===== config.mk =====
export PLATFORM = sky130hd
export DESIGN_NAME = btmx_front
export DESIGN_NICKNAME = d
export VERILOG_FILES = /design/src/rtl/btmx_pkg.sv /design/src/rtl/btmx_front.sv
export SDC_FILE = /design/constraint.sdc
export NUM_CORES = 1
export LEC_CHECK = 0
export BUFFER_PORTS_ARGS = -buffer_cell sky130_fd_sc_hd__buf_4
export CORE_AREA = 2 2 78 80
export CTS_CLUSTER_SIZE = 40
export DETAILED_ROUTE_END_ITERATION = 6
export DIE_AREA = 0 0 80 82
export PLACE_DENSITY = 0.73
export SLEW_MARGIN = 20
export SYNTH_ARGS = -nofsm -noshare
export SYNTH_HDL_FRONTEND = slang
export SYNTH_SLANG_ARGS = --single-unit

===== constraint.sdc =====
create_clock -name clk -period 2.35 [get_ports clk]
set_input_delay 0 -clock clk [delete_from_list [all_inputs] [get_ports clk]]
set_output_delay 0 -clock clk [all_outputs]
set_load 0.01 [all_outputs]

===== src/rtl/btmx_pkg.sv =====
`timescale 1ns / 1ps
// ----------------------------------------------------------------------------
// btmx_pkg
// Shared sizes, types and codes of the binary trie maximum-xor block.
// ----------------------------------------------------------------------------
package btmx_pkg;

	localparam int KEY_BITS   = 31;
	localparam int MAX_NODES  = 4096;
	localparam int NODE_W     = $clog2(MAX_NODES);
	localparam int CNT_W      = $clog2(MAX_NODES + 1);
	localparam int LVL_W      = (KEY_BITS > 1) ? $clog2(KEY_BITS) : 1;
	localparam int FULL_LIMIT = MAX_NODES - KEY_BITS;

	typedef enum logic {
		OP_INSERT = 1'b0,
		OP_QUERY  = 1'b1
	} op_kind_t;

	typedef struct packed {
		op_kind_t            kind;
		logic [KEY_BITS-1:0] key;
	} item_t;

	typedef struct packed {
		logic [NODE_W-1:0] one;
		logic [NODE_W-1:0] zero;
	} node_t;

endpackage


===== src/rtl/btmx_front.sv =====
`timescale 1ns / 1ps
// ----------------------------------------------------------------------------
// btmx_front
// Accepts requests, classifies the operation and holds them in a two-entry
// queue for the walk engine.
// ----------------------------------------------------------------------------
module btmx_front (
	input  logic                         clk,
	input  logic                         arst_n,
	input  logic                         in_valid,
	output logic                         in_stall,
	input  logic                         op,
	input  logic [btmx_pkg::KEY_BITS-1:0] key,
	output logic                         q_valid,
	output btmx_pkg::item_t              q_item,
	input  logic                         q_pop
);

	btmx_pkg::item_t slot_q [2];
	btmx_pkg::item_t item_in;
	logic            wr_ptr_q;
	logic            rd_ptr_q;
	logic [1:0]      count_q;
	logic            push;
	logic            pop;

	assign item_in.kind = btmx_pkg::op_kind_t'(op);
	assign item_in.key  = key;

	assign in_stall = (count_q == 2'd2);
	assign push     = in_valid && !in_stall;
	assign q_valid  = (count_q != 2'd0);
	assign pop      = q_pop && q_valid;
	assign q_item   = slot_q[rd_ptr_q];

	always_ff @(posedge clk) begin
		if (push) begin
			slot_q[wr_ptr_q] <= item_in;
		end
	end

	always_ff @(posedge clk or negedge arst_n) begin
		if (!arst_n) begin
			wr_ptr_q <= 1'b0;
			rd_ptr_q <= 1'b0;
			count_q  <= 2'd0;
		end else begin
			if (push) begin
				wr_ptr_q <= !wr_ptr_q;
			end
			if (pop) begin
				rd_ptr_q <= !rd_ptr_q;
			end
			unique case ({push, pop})
				2'b10:   count_q <= count_q + 2'd1;
				2'b01:   count_q <= count_q - 2'd1;
				default: count_q <= count_q;
			endcase
		end
	end

endmodule


# Word level (Yosys, flattened, before mapping)
# Memory sizes are Yosys's and may differ from the RTL's.
# Cells that the tools add are included.
[totals]
ff_bits = 4
mem_bits_rw = 64
input_bits = 36
n_memories = 1
[op_classes]
addsub = 2
reduce_logical = 7
n_eq_ne = 3
mux = 3
[mem_list]
columns = ["memory", "depth", "width", "read_ports", "rd_clocked_by_memory_dff", "write_ports", "line_no", "source"]
rows = [
  ["slot_q", 2, 32, 1, 0, 1, "btmx_front.sv:19", "btmx_pkg::item_t slot_q [2];"],
]
[ops]
columns = ["op", "n"]
rows = [
  ["$eq 2x2->1 const B", 2],
  ["$pmux 2 s2", 1],
  ["$reduce_bool 2->1", 2],
  ["$logic_not 1->1", 3],
  ["$add 2x1->2 const B", 1],
  ["$eq 2x1->1 const B", 1],
  ["$logic_and 1x1->1", 2],
  ["$mux 1", 2],
  ["$sub 2x1->2 const B", 1],
]

# Depth between registers and ports, before layout
[depth]
ltp_word = 5
ltp_mapped = 6
ltp_nobuf = 6

# Least setup slack after synthesis
# No wires, ideal clock.
[synth_path]
path_type = "flip-flop to flip-flop"
start = "register count_q[0]"
end = "memory slot_q[0][0] (netlist name), enable pin"
path_stages_with_launch = 4
arrival_time_ns = 1.984
required_time_ns = 1.929
path_buffers = 0
path_slack_ns = -0.055
setup_time_ns = 0.421
cell_sequence = "dfrtp_1 nand2b_1 nand2_1 nor2_1"
[synth_via]
elab_chain_cells = 5
[synth_rtl]
columns = ["element", "line_no", "source"]
rows = [
  ["from (decl)", "btmx_front.sv:23", "logic [1:0] count_q;"],
  ["from (signal assigned)", "btmx_front.sv:55", "2'b10: count_q <= count_q + 2'd1;"],
  ["from (signal assigned)", "btmx_front.sv:56", "2'b01: count_q <= count_q - 2'd1;"],
  ["from (signal assigned)", "btmx_front.sv:57", "default: count_q <= count_q;"],
  ["$eq 2x2->1", "btmx_front.sv:30", "assign in_stall = (count_q == 2'd2);"],
  ["$logic_not 1->1", "btmx_front.sv:31", "assign push = in_valid && !in_stall;"],
  ["$logic_and 1x1->1", "btmx_front.sv:31", ""],
  ["$mux 1", "btmx_front.sv:37", "if (push) begin"],
  ["$mux 1 (not written as such)", "btmx_front.sv:38", "slot_q[wr_ptr_q] <= item_in;"],
  ["to (decl)", "btmx_front.sv:19", ""],
]
# Every way passes these cells.

# Worst setup path in the final report
[layout_path]
start = "register count_q[0]"
end = "memory slot_q[0][1] (netlist name), enable pin"
# Same word-level chain as after synthesis.

==> impl_metrics.tcl <==
set metrics [dict create \
    status "complete, no violations" \
    ys_async_sr_fraction 0.0588 \
    fin_skew_ns 0.00928 \
    total_power_mw 4.02 \
    grt_pass1_wl_mm 7.22 \
    cts.repair.resized 0 \
    finalSetupViolations 0 \
    final_area_um2 3660 \
    slew_violations 0 \
    routed.top_layer "met4" \
    overflow 0 \
    cts-root-buf "clkbuf_8" \
    critPathKind "reg2reg" \
    r2r_slack_ns 0.65 \
    worstSetupStartpointType "flip-flop" \
    drt-pass1-iter-count 4 \
    synth_edf_count 64 \
    fin_crit_ns 1.70 \
    synth_cell_types 15 \
    die_x_um 80 \
    syn_avg_cell_area_um2 21.4 \
    dpl_cell_area_um2 3140 \
    syn-cell-area_um2 2520 \
    drt-met1-wl_mm 1.87 \
    ys_ff_latch 68 \
    clk_path_buf_depth 2 \
    yosysMostFrequentCell "edfxtp_1" \
    combPwrFrac 0.354 \
    netlist_top_cells_count "edfxtp_1 (64), mux2_2 (32), dfrtp_1 (4)" \
    cts_inserted_buffers 9 \
    power_frac_clock 0.210 \
    worstMarginPinSlew_ns 0.441 \
    initial_utilization 0.439 \
    die-area_um2 6560 \
    ant_nets 0 \
    ys_seq_area_frac 0.802 \
    cp_max_fo 12 \
    post-route-drc-count 0 \
    numPortBuffers 69 \
    hold_viol 0 \
    met2_wirelength_mm 2.55 \
    grt_antenna_before_repair 0 \
    worstPathArrival_ns 1.72 \
    synth_top_area_frac 0.763 \
    fp-row-count 28 \
    critPathLaunch "count_q[0]" \
    dr.first_iter.drc_count 52 \
    ctsHtreeMaxLevel 3 \
    regToRegEndpoint "slot_q[0][1]" \
    synthTopCellsByArea "edfxtp_1 (76%), mux2_2 (14%), dfrtp_1 (4.0%)" \
    period_share 0.723 \
    grt_usage 0.154 \
    path_clk_slew_ns 0.07 \
    synth_flop_cell "edfxtp_1" \
    p_int_mw 2.90 \
    hold_buffers 35 \
    cp-endpoint "slot_q[0][1]" \
    postCtsSetupRepairBufs 0 \
    rr_worst_depth 4 \
    post-place-ws_ns 0.660 \
    max-slew-margin-rel 0.706 \
    area_growth_pct 45.3 \
    r2r_start "count_q[0]" \
    layout_setup_ws_ns 0.651 \
    tns_ns 0 \
    hold_class "in2reg" \
    tritoncts "built" \
    end_kind "flip-flop" \
    drt-vias-per-instance 4.64 \
    post_drt_wl_per_cell_um 15.0 \
    num-nets-final 271 \
    clock_sinks 68 \
    grt_max_degree 33 \
    required_ns 2.37 \
    drv_cap 0 \
    grt_pass1_vias 1555 \
    peakVddDrop_mv 0.723 \
    vias 1451 \
    power_density_nw_per_um2 1100 \
    gp_congestion 0.700 \
    ys_warn_count 0 \
    routed_wl_mm 4.70 \
    leakage_nw 1.41 \
    wl_met3_um 220 \
    yosysTopAreaCell "edfxtp_1" \
    die-height_um 82 \
    synth_nets 155 \
    p_seq_frac 0.436 \
    fmax_mhz 589 \
    p_sw_mw 1.13 \
    clk_latency_ns 0.33 \
    ioPinCount 70 \
    rsz0062_at_grt "false" \
    core_area_um2 5750 \
    swShare 0.281 \
    fin_cells 313 \
    synthCells 118 \
    final_util 0.637 \
    diodes 0 \
    layout-drive-gt1-share 0.496 \
    hold-worst-slack_ns 0.117 \
    dp_cells 263 \
]
[worst min-delay path by stage]
stage               slack [ns]    endpoint  cells past startpoint     start
finish                    0.12    wr_ptr_q                      3  in_valid
global route              0.12    wr_ptr_q                      3  in_valid
CTS                       0.05    wr_ptr_q                      3  in_valid
detailed placement       -0.20  count_q[1]                      1    arst_n
global placement         -0.20  count_q[0]                      1    arst_n
floorplan                -0.30  count_q[0]                      0    arst_n
[power by group through the flow]
| stage | clock [mW] | sequential (mW) | combinational (mW) |
|---|---|---|---|
| after global routing | 0.914 | 1.78 | 1.53 |
| after detailed placement | 0 | 1.78 | 1.39 |
| final | 0.846 | 1.75 | 1.43 |
| after global placement | 0 | 1.75 | 1.35 |
| after floorplan | 0 | 1.75 | 0.821 |
| after CTS | 0.870 | 1.76 | 1.44 |
[flip-flops by register name, indices dropped and copies added, names as in the netlist]
signal	cells
wr_ptr_q	1
rd_ptr_q	1
slot_q	64
count_q	2
[kinds of logic after synthesis]
logic type | share of synthesized area
xor gates and xnor gates | 0.0174
adders and majority gates | 0.00496
buffers and inverters | 0.0169
DFF | 0.802
muxes | 0.143
and+or+nand+nor | 0.0154
[layout by cell type, fill, tap and decap left out]
cell	instances
dlygate4sd3_1	35
bufinv_16	1
nand2b_1	1
xnor2_1	3
clkbuf_8	9
ha_1	1
xor2_1	2
nor2_4	1
or2_1	1
inv_1	1
clkinv_1	3
and2_4	1
mux2_2	32
dfrtp_1	4
edfxtp_1	64
and3_1	1
nand2_1	1
buf_4	74
clkbuf_1	2
nor2_1	1
[routing by layer]
| metal | vias up | GRT usage |
|---|---|---|
| met2 | 45 | 0.268 |
| met5 | - | 0 |
| met1 | 713 | 0.171 |
| li1 | 687 | - |
| met3 | 6 | 0.0484 |
| met4 | 0 | 0.0729 |
[cell type report]
type / instances / area, um^2
Fill cell: 416 / 2080
Sequential cell: 68 / 2020
Timing Repair Buffer: 109 / 906
Multi-Input combinational cell: 45 / 463
Clock buffer: 11 / 131
Tap cell: 75 / 93.8
Clock inverter: 4 / 41.3
Inverter: 1 / 3.75
[critical path: stages, from the launching register on]
cell      delay (ns)
dfrtp_1         0.43
nand2b_1        0.17
nand2_1         0.16
nor2_4          0.33
buf_4           0.29
Note: power is estimated with default switching activity, not from simulation.
